<file path="config.mk">
export PLATFORM = sky130hd
export DESIGN_NAME = rgb_color_filter
export DESIGN_NICKNAME = d
export VERILOG_FILES = /design/src/hw/rtl/rcf_pkg.sv /design/src/hw/rtl/rcf_regs.sv /design/src/hw/rtl/rcf_filter.sv /design/src/hw/rtl/rgb_color_filter.sv
export SDC_FILE = /design/constraint.sdc
export NUM_CORES = 1
export LEC_CHECK = 0
export ABC_AREA = 1
export CORE_UTILIZATION = 35
export CTS_BUF_LIST = sky130_fd_sc_hd__clkbuf_4
export CTS_CLUSTER_SIZE = 14
export DETAILED_ROUTE_END_ITERATION = 16
export DONT_BUFFER_PORTS = 1
export SLEW_MARGIN = 20
export SYNTH_ARGS = -nofsm -noshare
export SYNTH_HDL_FRONTEND = slang
export SYNTH_SLANG_ARGS = --single-unit
</file>
<file path="constraint.sdc">
create_clock -name clk -period 7.1 [get_ports clk]
set_input_delay 1.065 -clock clk [delete_from_list [all_inputs] [get_ports clk]]
set_output_delay 1.065 -clock clk [all_outputs]
set_load 0.02 [all_outputs]
</file>
<file path="src/hw/rtl/rcf_pkg.sv">
// ----------------------------------------------------------------------------
// rcf_pkg: shared types and constants for the RGB color filter
// Pixel request/result structs, filter mode codes and the fixed-point
// coefficients used by the grayscale and sepia weighted sums.
// ----------------------------------------------------------------------------
package rcf_pkg;

  localparam int COORD_W = 10;
  localparam int CH_W    = 8;
  localparam int MODE_W  = 3;

  // Configuration port geometry: one 32-bit register per word
  localparam int CFG_DATA_W = 32;
  localparam int CFG_ADDR_W = 3;
  localparam int REG_IDX_W  = CFG_ADDR_W - 2;

  localparam logic [REG_IDX_W-1:0] REG_FILTER_MODE = '0;

  // Filter mode codes; the unused code falls back to identity
  localparam logic [MODE_W-1:0] MODE_IDENT = 3'd0;
  localparam logic [MODE_W-1:0] MODE_RED   = 3'd1;
  localparam logic [MODE_W-1:0] MODE_GREEN = 3'd2;
  localparam logic [MODE_W-1:0] MODE_BLUE  = 3'd3;
  localparam logic [MODE_W-1:0] MODE_GRAY  = 3'd4;
  localparam logic [MODE_W-1:0] MODE_SEPIA = 3'd5;
  localparam logic [MODE_W-1:0] MODE_NEG   = 3'd6;

  localparam logic [CH_W-1:0] CH_MAX = '1;

  // floor(n / 10000) == (n * RECIP_M) >> RECIP_SHIFT for every n below 2^21,
  // which covers any 8-bit channel times a coefficient in ten-thousandths.
  localparam int          RECIP_SHIFT = 35;
  localparam int          CONST_W     = RECIP_SHIFT;
  localparam logic [63:0] RECIP_M     = ((64'd1 << RECIP_SHIFT) + 64'd9999) / 64'd10000;

  // Coefficient in ten-thousandths folded with the reciprocal
  function automatic logic [CONST_W-1:0] fold_coef(input logic [63:0] k);
    logic [63:0] c;
    c = k * RECIP_M;
    return c[CONST_W-1:0];
  endfunction

  localparam logic [CONST_W-1:0] GRAY_CR  = fold_coef(64'd2986);
  localparam logic [CONST_W-1:0] GRAY_CG  = fold_coef(64'd5870);
  localparam logic [CONST_W-1:0] GRAY_CB  = fold_coef(64'd1140);
  localparam logic [CONST_W-1:0] SEP_R_CR = fold_coef(64'd3930);
  localparam logic [CONST_W-1:0] SEP_R_CG = fold_coef(64'd7690);
  localparam logic [CONST_W-1:0] SEP_R_CB = fold_coef(64'd1890);
  localparam logic [CONST_W-1:0] SEP_G_CR = fold_coef(64'd3490);
  localparam logic [CONST_W-1:0] SEP_G_CG = fold_coef(64'd6860);
  localparam logic [CONST_W-1:0] SEP_G_CB = fold_coef(64'd1680);
  localparam logic [CONST_W-1:0] SEP_B_CR = fold_coef(64'd2720);
  localparam logic [CONST_W-1:0] SEP_B_CG = fold_coef(64'd5340);
  localparam logic [CONST_W-1:0] SEP_B_CB = fold_coef(64'd1310);

  typedef struct packed {
    logic [COORD_W-1:0] x_coord;
    logic [COORD_W-1:0] y_coord;
    logic [CH_W-1:0]    red_in;
    logic [CH_W-1:0]    green_in;
    logic [CH_W-1:0]    blue_in;
  } pix_in_t;

  typedef struct packed {
    logic [COORD_W-1:0] x_out;
    logic [COORD_W-1:0] y_out;
    logic [CH_W-1:0]    red_out;
    logic [CH_W-1:0]    green_out;
    logic [CH_W-1:0]    blue_out;
  } pix_out_t;

  // One floored term: floor(p * k / 10000) with k pre-folded
  function automatic logic [CH_W-1:0] scale_term(input logic [CH_W-1:0]    p,
                                                 input logic [CONST_W-1:0] c);
    logic [CH_W+CONST_W-1:0] prod;
    prod = {{CONST_W{1'b0}}, p} * {{CH_W{1'b0}}, c};
    return prod[RECIP_SHIFT +: CH_W];
  endfunction

  // Sum of three floored terms, saturated to the channel range
  function automatic logic [CH_W-1:0] weighted_sum(input logic [CH_W-1:0]    r,
                                                   input logic [CH_W-1:0]    g,
                                                   input logic [CH_W-1:0]    b,
                                                   input logic [CONST_W-1:0] cr,
                                                   input logic [CONST_W-1:0] cg,
                                                   input logic [CONST_W-1:0] cb);
    logic [CH_W+1:0] s;
    s = {2'b00, scale_term(r, cr)} + {2'b00, scale_term(g, cg)}
      + {2'b00, scale_term(b, cb)};
    return (s[CH_W+1:CH_W] != 2'b00) ? CH_MAX : s[CH_W-1:0];
  endfunction

endpackage

</file>
<file path="src/hw/rtl/rcf_regs.sv">
// ----------------------------------------------------------------------------
// rcf_regs: configuration register file
// APB-style slave holding the filter mode register; zero wait states.
// ----------------------------------------------------------------------------
module rcf_regs (
  input  logic                            clk,
  input  logic                            rst_n,
  input  logic                            psel,
  input  logic                            penable,
  input  logic                            pwrite,
  input  logic [rcf_pkg::CFG_ADDR_W-1:0]  paddr,
  input  logic [rcf_pkg::CFG_DATA_W-1:0]  pwdata,
  output logic [rcf_pkg::CFG_DATA_W-1:0]  prdata,
  output logic                            pready,
  output logic [rcf_pkg::MODE_W-1:0]      filter_mode
);
  import rcf_pkg::*;

  logic [MODE_W-1:0]    mode_r;
  logic [MODE_W-1:0]    mode_nxt;
  logic [REG_IDX_W-1:0] reg_idx;
  logic                 wr_en;

  assign reg_idx = paddr[CFG_ADDR_W-1:2];
  assign wr_en   = psel && penable && pwrite;
  assign pready  = 1'b1;

  // Take the low mode bits on a write to the mode register, drop others
  always_comb begin
    mode_nxt = mode_r;
    if (wr_en && (reg_idx == REG_FILTER_MODE)) begin
      mode_nxt = pwdata[MODE_W-1:0];
    end
  end

  always_ff @(posedge clk) begin
    if (!rst_n) begin
      mode_r <= MODE_IDENT;
    end else begin
      mode_r <= mode_nxt;
    end
  end

  // Read back the mode register, zero elsewhere
  always_comb begin
    prdata = '0;
    if (reg_idx == REG_FILTER_MODE) begin
      prdata = {{(CFG_DATA_W-MODE_W){1'b0}}, mode_r};
    end
  end

  assign filter_mode = mode_r;

endmodule

</file>
<file path="src/hw/rtl/rcf_filter.sv">
// ----------------------------------------------------------------------------
// rcf_filter: per-pixel color transform
// Combinational datapath selecting one of seven filters by mode; passes the
// coordinates through untouched.
// ----------------------------------------------------------------------------
module rcf_filter (
  input  logic [rcf_pkg::MODE_W-1:0] filter_mode,
  input  rcf_pkg::pix_in_t           pix_in,
  output rcf_pkg::pix_out_t          pix_out
);
  import rcf_pkg::*;

  logic [CH_W-1:0] r;
  logic [CH_W-1:0] g;
  logic [CH_W-1:0] b;
  logic [CH_W-1:0] gray;
  logic [CH_W-1:0] sep_r;
  logic [CH_W-1:0] sep_g;
  logic [CH_W-1:0] sep_b;

  assign r = pix_in.red_in;
  assign g = pix_in.green_in;
  assign b = pix_in.blue_in;

  // Constant-coefficient weighted sums
  assign gray  = weighted_sum(r, g, b, GRAY_CR, GRAY_CG, GRAY_CB);
  assign sep_r = weighted_sum(r, g, b, SEP_R_CR, SEP_R_CG, SEP_R_CB);
  assign sep_g = weighted_sum(r, g, b, SEP_G_CR, SEP_G_CG, SEP_G_CB);
  assign sep_b = weighted_sum(r, g, b, SEP_B_CR, SEP_B_CG, SEP_B_CB);

  // Select the filter output
  always_comb begin
    pix_out.x_out = pix_in.x_coord;
    pix_out.y_out = pix_in.y_coord;
    unique case (filter_mode)
      MODE_RED: begin
        pix_out.red_out   = r;
        pix_out.green_out = '0;
        pix_out.blue_out  = '0;
      end
      MODE_GREEN: begin
        pix_out.red_out   = '0;
        pix_out.green_out = g;
        pix_out.blue_out  = '0;
      end
      MODE_BLUE: begin
        pix_out.red_out   = '0;
        pix_out.green_out = '0;
        pix_out.blue_out  = b;
      end
      MODE_GRAY: begin
        pix_out.red_out   = gray;
        pix_out.green_out = gray;
        pix_out.blue_out  = gray;
      end
      MODE_SEPIA: begin
        pix_out.red_out   = sep_r;
        pix_out.green_out = sep_g;
        pix_out.blue_out  = sep_b;
      end
      MODE_NEG: begin
        pix_out.red_out   = CH_MAX - r;
        pix_out.green_out = CH_MAX - g;
        pix_out.blue_out  = CH_MAX - b;
      end
      default: begin
        // identity, and the unused code
        pix_out.red_out   = r;
        pix_out.green_out = g;
        pix_out.blue_out  = b;
      end
    endcase
  end

endmodule

</file>
<file path="src/hw/rtl/rgb_color_filter.sv">
// ----------------------------------------------------------------------------
// rgb_color_filter: streaming RGB pixel filter
// Identity, single channel, grayscale, sepia or negative per pixel, chosen
// by the filter mode register; coordinates pass through.
//
//   channel   direction  handshake            payload
//   in_       sink       in_valid / in_stall  pix_in_t  (x, y, r, g, b)
//   out_      source     out_valid/out_stall  pix_out_t (x, y, r, g, b)
//   config    APB slave  psel/penable/pready  filter_mode at byte address 0
//
// One pixel per clock while out_stall stays low; each pixel passes the input
// register then the result register, with the filter logic between them.
// The input register frees up whenever the result register moves, and when
// empty it takes a new request while a finished result waits on out_stall.
// in_stall rises only when both registers are full and the output is stalled.
// Synchronous active-low reset empties both registers and sets identity mode.
// ----------------------------------------------------------------------------
module rgb_color_filter #(
  parameter int COORD_BITS = 10
) (
  input  logic                            clk,
  input  logic                            rst_n,
  input  logic                            in_valid,
  output logic                            in_stall,
  input  rcf_pkg::pix_in_t                in_data,
  output logic                            out_valid,
  input  logic                            out_stall,
  output rcf_pkg::pix_out_t               out_data,
  input  logic                            psel,
  input  logic                            penable,
  input  logic                            pwrite,
  input  logic [rcf_pkg::CFG_ADDR_W-1:0]  paddr,
  input  logic [rcf_pkg::CFG_DATA_W-1:0]  pwdata,
  output logic [rcf_pkg::CFG_DATA_W-1:0]  prdata,
  output logic                            pready
);
  import rcf_pkg::*;

  localparam int KEEP_BITS = (COORD_BITS < COORD_W) ? COORD_BITS : COORD_W;
  localparam logic [COORD_W-1:0] COORD_MASK = COORD_W'((64'd1 << KEEP_BITS) - 64'd1);

  logic [MODE_W-1:0] filter_mode;
  logic              s1_vld_r;
  logic              s1_vld_nxt;
  pix_in_t           s1_data_r;
  pix_in_t           in_trim;
  logic              out_vld_r;
  logic              out_vld_nxt;
  pix_out_t          out_data_r;
  pix_out_t          filt_pix;
  logic              out_adv;
  logic              s1_adv;
  logic              in_acc;

  rcf_regs u_regs (
    .clk         (clk),
    .rst_n       (rst_n),
    .psel        (psel),
    .penable     (penable),
    .pwrite      (pwrite),
    .paddr       (paddr),
    .pwdata      (pwdata),
    .prdata      (prdata),
    .pready      (pready),
    .filter_mode (filter_mode)
  );

  rcf_filter u_filter (
    .filter_mode (filter_mode),
    .pix_in      (s1_data_r),
    .pix_out     (filt_pix)
  );

  // Pipeline advance: result register loads when empty or being taken
  assign out_adv  = !out_vld_r || !out_stall;
  assign s1_adv   = !s1_vld_r || out_adv;
  assign in_stall = !s1_adv;
  assign in_acc   = in_valid && s1_adv;

  always_comb begin
    s1_vld_nxt  = s1_adv ? in_valid : s1_vld_r;
    out_vld_nxt = out_adv ? s1_vld_r : out_vld_r;
  end

  always_ff @(posedge clk) begin
    if (!rst_n) begin
      s1_vld_r  <= 1'b0;
      out_vld_r <= 1'b0;
    end else begin
      s1_vld_r  <= s1_vld_nxt;
      out_vld_r <= out_vld_nxt;
    end
  end

  // Trim coordinates to the configured width
  always_comb begin
    in_trim         = in_data;
    in_trim.x_coord = in_data.x_coord & COORD_MASK;
    in_trim.y_coord = in_data.y_coord & COORD_MASK;
  end

  // Capture the request
  always_ff @(posedge clk) begin
    if (in_acc) begin
      s1_data_r <= in_trim;
    end
  end

  // Hold the filtered result until it is taken
  always_ff @(posedge clk) begin
    if (out_adv && s1_vld_r) begin
      out_data_r <= filt_pix;
    end
  end

  assign out_valid = out_vld_r;
  assign out_data  = out_data_r;

  // Back-pressure only when both registers hold a request
  a_stall_full: assert property (@(posedge clk) disable iff (!rst_n)
    in_stall |-> (s1_vld_r && out_vld_r && out_stall))
    else $error("in_stall raised with room in the pipeline");

  // A buffered request reaches the output once the output frees up
  a_s1_moves: assert property (@(posedge clk) disable iff (!rst_n)
    (s1_vld_r && !(out_vld_r && out_stall)) |=> out_vld_r)
    else $error("buffered request lost on its way to the output");

  // A stalled result is never overwritten
  a_out_hold: assert property (@(posedge clk) disable iff (!rst_n)
    (out_vld_r && out_stall) |=> (out_vld_r && $stable(out_data_r)))
    else $error("stalled result changed");

  // Grayscale results carry one value on all three channels
  a_gray_equal: assert property (@(posedge clk) disable iff (!rst_n)
    (out_vld_r && (filter_mode == MODE_GRAY)) |->
      ((out_data_r.red_out == out_data_r.green_out) &&
       (out_data_r.green_out == out_data_r.blue_out)))
    else $error("grayscale channels differ");

  // Reset empties the pipeline
  a_reset_empty: assert property (@(posedge clk)
    !rst_n |=> (!out_vld_r && !s1_vld_r))
    else $error("pipeline not empty after reset");

endmodule
</file>
==> impl_metrics.prom, run 1 <==
# TYPE chip_impl_metric gauge
chip_impl_metric{name="initial_utilization",unit=""} 0.353
chip_impl_metric{name="cts_max_path_buffers",unit=""} 2
chip_impl_info{name="crit_path_top_delay_cell",value="fa_2"} 1
chip_impl_metric{name="worst_reg_to_reg_setup_slack",unit="ps"} -140
chip_impl_info{name="ys_dominant_reg_cell",value="edfxtp_1"} 1
chip_impl_info{name="hp-class",value="reg -> reg"} 1
chip_impl_info{name="unrepaired_setup_endpoints_after_global_routing",value="true"} 1
chip_impl_metric{name="place.gp.congestion",unit=""} 0.994
chip_impl_metric{name="yosysWarnings",unit=""} 0
chip_impl_metric{name="wl_per_cell",unit="um"} 19.1
chip_impl_metric{name="first_pass_iters",unit=""} 12
chip_impl_metric{name="number_of_violations_of_the_max_capacitance_limit",unit=""} 0
chip_impl_metric{name="die-width",unit="um"} 344
chip_impl_metric{name="layout.nets",unit=""} 7228
chip_impl_metric{name="report.final.hold_viol_count",unit=""} 0
chip_impl_metric{name="dp_worst_setup_slack",unit="ps"} -502
chip_impl_metric{name="power.ir.vdd_worst",unit="V"} 0.000537
chip_impl_metric{name="totalNegativeSetupSlack",unit="ps"} -1140
chip_impl_metric{name="synth-async-reset-ratio",unit=""} 0
chip_impl_metric{name="fp-row-count",unit=""} 125
chip_impl_metric{name="postSynthRegisterBits",unit=""} 93
chip_impl_metric{name="utilization",unit=""} 0.415
chip_impl_info{name="tritoncts",value="yes"} 1
chip_impl_metric{name="cts-buffers-inserted",unit=""} 9
chip_impl_metric{name="instances_no_fill",unit=""} 7285
chip_impl_metric{name="initialDrtViolationCount",unit=""} 2120
chip_impl_metric{name="timing.critical_path.arrival",unit="ps"} 7650
chip_impl_metric{name="synth-seq-area-share",unit=""} 0.0670
chip_impl_metric{name="critical_path_required",unit="ps"} 7510
chip_impl_info{name="synthDominantAreaCellType",value="ha_1"} 1
chip_impl_metric{name="timing.final.crit_period",unit="ps"} 7240
chip_impl_metric{name="slowest_delay",unit="ps"} 730
chip_impl_metric{name="fin_crit_sh",unit=""} 1.02
chip_impl_metric{name="crit_fanout",unit=""} 4
chip_impl_metric{name="synth_largest_type_area_fraction",unit=""} 0.276
chip_impl_metric{name="slew_headroom",unit=""} 0.247
chip_impl_info{name="top_count_cell_post_synth",value="inv_1"} 1
chip_impl_metric{name="dp_cells",unit=""} 7218
chip_impl_metric{name="synth_edf_count",unit=""} 88
chip_impl_metric{name="setup-violations-final",unit=""} 21
chip_impl_info{name="critical_path.startpoint_type",value="flop"} 1
chip_impl_metric{name="postRouteAntennaNets",unit=""} 0
chip_impl_metric{name="drive_above_1_share",unit=""} 0.144
chip_impl_info{name="violations",value="design-rule violations, negative setup slack"} 1
chip_impl_metric{name="coreArea",unit="mm2"} 0.116
chip_impl_metric{name="worst_skew_pair.late_latency",unit="ps"} 570
chip_impl_metric{name="worstMarginPinSlew",unit="ps"} 1120
chip_impl_metric{name="count_of_cell_types_in_the_netlist",unit=""} 61
chip_impl_metric{name="grt.overflow.total",unit=""} 0
chip_impl_metric{name="timing_max_transition_violations_final",unit=""} 0
chip_impl_metric{name="pwr_density_cell",unit="mW/mm2"} 463
chip_impl_metric{name="cts.reportedPaths.clkPinSlew",unit="ps"} 180
chip_impl_metric{name="achievable-frequency",unit="MHz"} 138
chip_impl_info{name="outcome",value="complete, but fails checks"} 1
chip_impl_metric{name="via_to_cell_ratio",unit=""} 5.09
chip_impl_metric{name="synthCells",unit=""} 5203
chip_impl_metric{name="leakage_component_of_the_power",unit="uW"} 0.0255
chip_impl_metric{name="io_buffers",unit=""} 0
chip_impl_info{name="timing_worst_setup_path_type",value="reg -> reg"} 1
chip_impl_info{name="critical-path-top-cell-by-count",value="buf_4"} 1
chip_impl_info{name="yosys-top-cells-count",value="inv_1, ha_1, nand2_1"} 1
chip_impl_metric{name="tot_gr_track_use",unit=""} 0.234
chip_impl_metric{name="post-layout-total-power",unit="uW"} 22300
chip_impl_metric{name="antenna_violations_before_repair",unit=""} 13
chip_impl_metric{name="drt_drc_violations_left",unit=""} 4
chip_impl_metric{name="drt-total-wl",unit="mm"} 139
chip_impl_metric{name="setup_slack",unit="ps"} -137
chip_impl_metric{name="design.die.area",unit="mm2"} 0.118
chip_impl_metric{name="average_cell_area_after_synthesis",unit="um2"} 7.86
chip_impl_metric{name="vias",unit=""} 37100
chip_impl_metric{name="grt_first_pass_wirelength",unit="mm"} 213
chip_impl_info{name="clock_tree.root_cell",value="clkbuf_4"} 1
chip_impl_info{name="synth.area.top_cells",value="ha_1, fa_1, inv_1, nand2_1, edfxtp_1"} 1
chip_impl_metric{name="io_pins",unit=""} 165
chip_impl_metric{name="cts-htree-levels",unit=""} 3
chip_impl_metric{name="cts.sinks",unit=""} 93
chip_impl_metric{name="fin_skew",unit="ps"} 53.5
chip_impl_metric{name="grt_max_degree",unit=""} 32
chip_impl_metric{name="first_global_vias",unit=""} 37200
chip_impl_metric{name="dieHeight",unit="um"} 344
chip_impl_info{name="endpoint_kind",value="flop"} 1
chip_impl_metric{name="syn-cell-area",unit="mm2"} 0.0409
chip_impl_metric{name="area_delta_synth_final",unit="%"} 17.7
chip_impl_metric{name="dp_hpwl",unit="mm"} 122
[metal layers]
layer	vias to the layer above	track usage	routed length, um	part of all wire
li1	18200	-	-	-
met5	-	0	32	0.00023
met2	979	0.388	64100	0.46
met1	17700	0.313	62300	0.45
met4	4	0.0682	4450	0.032
met3	204	0.0343	8310	0.060
[sequential cells by signal, summed over array words and instances, names as in the netlist]
signal and cells:
out_data 44, s1_vld_r 1, u_regs.filter_mode 3, s1_data_r 44
out_valid 1
[cell type report]
type                            instances  area [um2]
Antenna cell                            7        17.5
Clock buffer                            9        67.6
Clock inverter                          7        75.1
Fill cell                           11800       67900
Inverter                             1118        4210
Multi-Input combinational cell       3983       34900
Sequential cell                        93        2740
Tap cell                             1524        1910
Timing Repair Buffer                  544        4230
[logic make-up after synthesis]
kind of cell    share of synthesized area
simple gates                        0.164
fa+ha+maj                           0.516
buf+inv                             0.109
compound gates                      0.121
xor+xnor                           0.0229
flops                              0.0670
other cells                      0.000184
[report_power, final]
part,total (uW),internal [uW],switching [uW]
clock network,323,83.8,239
logic,21300,9710,11600
registers,731,654,76.8
[repair_timing]
item | CTS | global route
hold buffers | 0 | 0
pin swaps | 30 | 130
setup endpoints to repair | 24 | 24
buffers inserted | 18 | 26
cloned | 0 | 0
resized for setup | 61 | 238
[final timing paths]
path,start,end,depth (start not counted)
setup / recovery,s1_data_r[21],out_data[14],36
hold / removal,s1_data_r[41],out_data[41],0
setup reg to reg,s1_data_r[21],out_data[14],36
hold reg to reg,s1_data_r[41],out_data[41],0
[stage by stage]
step | hold slack (ps) | area (um2)
finish | 436 | 48200
global route | 445 | 48200
CTS | 442 | 47000
detailed placement | 406 | 46500
global placement | 401 | 46500
floorplan | 400 | 41000
[layout by cell type (no fill, tap or decap), types with 26 or more instances in the layout]
cell / count
a21o_1: 49
a21oi_1: 367
a21oi_2: 34
a31oi_1: 38
buf_4: 521
conb_1: 30
edfxtp_1: 88
fa_1: 475
ha_1: 858
ha_4: 31
inv_1: 1089
nand2_1: 801
nand2_2: 33
nand3_1: 149
nand4_1: 67
nor2_1: 368
nor3_1: 55
o21a_1: 26
o21ai_0: 173
o21ai_1: 27
xor2_1: 72
[critical path: cells and delay by family (launching register included)]
kind / cells / cell delay, ps
AOI/OAI and AO/OA: 2 / 390
xor gates and xnor gates: 2 / 430
adders and majority gates: 6 / 2830
buffers and inverters: 15 / 1610
DFF: 1 / 480
and+or+nand+nor: 11 / 1370
Power figures use the tool's default switching activity.
==> run 2: changes to the inputs <==
Settings changed: TNS_END_PERCENT from default to 1.
==> impl_metrics.prom, run 2 (synthesis results as in run 1) <==
# TYPE chip_impl_metric gauge
chip_impl_metric{name="leakage_component_of_the_power",unit="uW"} 0.0254
chip_impl_metric{name="initialDrtViolationCount",unit=""} 2174
chip_impl_metric{name="postRouteAntennaNets",unit=""} 0
chip_impl_metric{name="die-width",unit="um"} 344
chip_impl_metric{name="fp-row-count",unit=""} 125
chip_impl_metric{name="cts.reportedPaths.clkPinSlew",unit="ps"} 230
chip_impl_info{name="commonest_non_fill_non_tap_cell_in_the_layout",value="inv_1"} 1
chip_impl_metric{name="vias",unit=""} 36800
chip_impl_info{name="unrepaired_setup_endpoints_after_global_routing",value="true"} 1
chip_impl_metric{name="wl_per_cell",unit="um"} 18.9
chip_impl_metric{name="final_cell_area",unit="mm2"} 0.0473
chip_impl_metric{name="layout.nets",unit=""} 7208
chip_impl_metric{name="io_buffers",unit=""} 0
chip_impl_metric{name="antenna_violations_before_repair",unit=""} 13
chip_impl_metric{name="setup_slack",unit="ps"} -79.1
chip_impl_metric{name="buffers_and_inverters_on_the_worst_path",unit=""} 6
chip_impl_metric{name="grt_max_degree",unit=""} 32
chip_impl_metric{name="achievable-frequency",unit="MHz"} 139
chip_impl_info{name="hp-class",value="reg -> reg"} 1
chip_impl_metric{name="dieHeight",unit="um"} 344
chip_impl_metric{name="fin_crit_sh",unit=""} 1.01
chip_impl_metric{name="totalNegativeSetupSlack",unit="ps"} -248
chip_impl_info{name="violations",value="negative setup slack"} 1
chip_impl_info{name="clock_tree.root_cell",value="clkbuf_4"} 1
chip_impl_metric{name="layout.filler_cells",unit=""} 11900
chip_impl_metric{name="cts-buffers-inserted",unit=""} 9
chip_impl_info{name="timing_worst_setup_path_type",value="reg -> reg"} 1
chip_impl_info{name="outcome",value="complete, but fails checks"} 1
chip_impl_metric{name="place.gp.congestion",unit=""} 0.994
chip_impl_metric{name="hold_fix_buffer_count_after_cts",unit=""} 0
chip_impl_metric{name="number_of_violations_of_the_max_capacitance_limit",unit=""} 0
chip_impl_metric{name="report.final.hold_viol_count",unit=""} 0
chip_impl_info{name="critical_path.startpoint_type",value="flop"} 1
chip_impl_metric{name="worstMarginPinSlew",unit="ps"} 1050
chip_impl_metric{name="drt-total-wl",unit="mm"} 138
chip_impl_metric{name="dp_worst_setup_slack",unit="ps"} -502
chip_impl_metric{name="fin_skew",unit="ps"} 59.6
chip_impl_metric{name="final.hold.worst_slack",unit="ps"} 433
chip_impl_metric{name="timing_max_transition_violations_final",unit=""} 0
chip_impl_metric{name="drt_drc_violations_left",unit=""} 0
chip_impl_metric{name="cts-htree-levels",unit=""} 3
chip_impl_metric{name="coreArea",unit="mm2"} 0.116
chip_impl_metric{name="postPlaceCellArea",unit="mm2"} 0.0465
chip_impl_metric{name="first_pass_iters",unit=""} 6
chip_impl_metric{name="first_global_vias",unit=""} 37100
chip_impl_info{name="crit_path_top_delay_cell",value="fa_2"} 1
chip_impl_metric{name="area_delta_synth_final",unit="%"} 15.6
chip_impl_metric{name="cts_max_path_buffers",unit=""} 2
chip_impl_metric{name="drive_above_1_share",unit=""} 0.119
chip_impl_metric{name="design.die.area",unit="mm2"} 0.118
chip_impl_metric{name="slowest_delay",unit="ps"} 640
chip_impl_metric{name="slew_headroom",unit=""} 0.296
chip_impl_metric{name="cts.sinks",unit=""} 93
chip_impl_metric{name="initial_utilization",unit=""} 0.353
chip_impl_metric{name="io_pins",unit=""} 165
chip_impl_metric{name="crit_fanout",unit=""} 4
chip_impl_info{name="tritoncts",value="yes"} 1
chip_impl_info{name="critical-path-top-cell-by-count",value="fa_1"} 1
chip_impl_info{name="mostFrequentLayoutCells",value="inv_1, ha_1, nand2_1, buf_4, fa_1"} 1
chip_impl_info{name="cpLargestDelayFamily",value="adder cells"} 1
chip_impl_metric{name="post-layout-total-power",unit="uW"} 20500
chip_impl_metric{name="timing.final.crit_period",unit="ps"} 7180
chip_impl_metric{name="worst_skew_pair.late_latency",unit="ps"} 590
chip_impl_metric{name="power.ir.vdd_worst",unit="V"} 0.000468
chip_impl_metric{name="critical_path_required",unit="ps"} 7380
chip_impl_metric{name="via_to_cell_ratio",unit=""} 5.06
chip_impl_metric{name="tot_gr_track_use",unit=""} 0.234
chip_impl_metric{name="setup-violations-final",unit=""} 7
chip_impl_metric{name="grt_first_pass_wirelength",unit="mm"} 213
chip_impl_metric{name="dp_hpwl",unit="mm"} 122
chip_impl_info{name="endpoint_kind",value="flop"} 1
chip_impl_metric{name="pwr_density_cell",unit="mW/mm2"} 434
chip_impl_metric{name="timing.critical_path.arrival",unit="ps"} 7460
chip_impl_metric{name="grt.overflow.total",unit=""} 0
[run 2: final cells by class]
cell class                 count  area (um2)  share of cell area
multi-input combinational   3983       34300               0.724
inverter                    1118        4210              0.0889
timing repair buffer         524        4040              0.0854
sequential                    93        2740              0.0580
tap                         1524        1910              0.0403
clock inverter                 7        75.1             0.00159
clock buffer                   9        67.6             0.00143
antenna                        5        12.5            0.000264
[run 2: through the flow]
stage | utilization | instances
4_1_cts | 0.405 | 7248
6_report | 0.408 | 7263
5_1_grt | 0.408 | 7262
3_5_place_dp | 0.401 | 7218
3_3_place_gp | 0.401 | 7218
2_1_floorplan | - | 5231
[run 2: routing by layer]
layer,GRT usage,vias to the layer above,routed length (um)
met2,0.388,930,63100
met4,0.0682,4,4280
li1,-,18100,-
met1,0.313,17500,62200
met5,0,-,32
met3,0.0343,200,8060
[run 2: worst paths after layout]
kind	depth (start not counted)	slack (ps)	startpoint	end
hold reg to reg	0	430	s1_data_r[41]	out_data[41]
setup reg to reg	30	-80	s1_data_r[14]	out_data[6]
setup / recovery	30	-80	s1_data_r[14]	out_data[6]
hold / removal	0	430	s1_data_r[41]	out_data[41]
[run 2: power by group]
part	switching [uW]	leakage (uW)	internal, uW
combinational	10800	0.0244	8700
clock	242	0.0000753	83.7
sequential	76.2	0.000884	654
total	11100	0.0254	9440
[run 2: repair_timing]
action                     in CTS  in global routing
setup buffers                  14                 10
setup endpoints to repair      24                 24
pin swaps                      25                 38
hold endpoints to repair        0                  0
gates resized for setup        55                 74
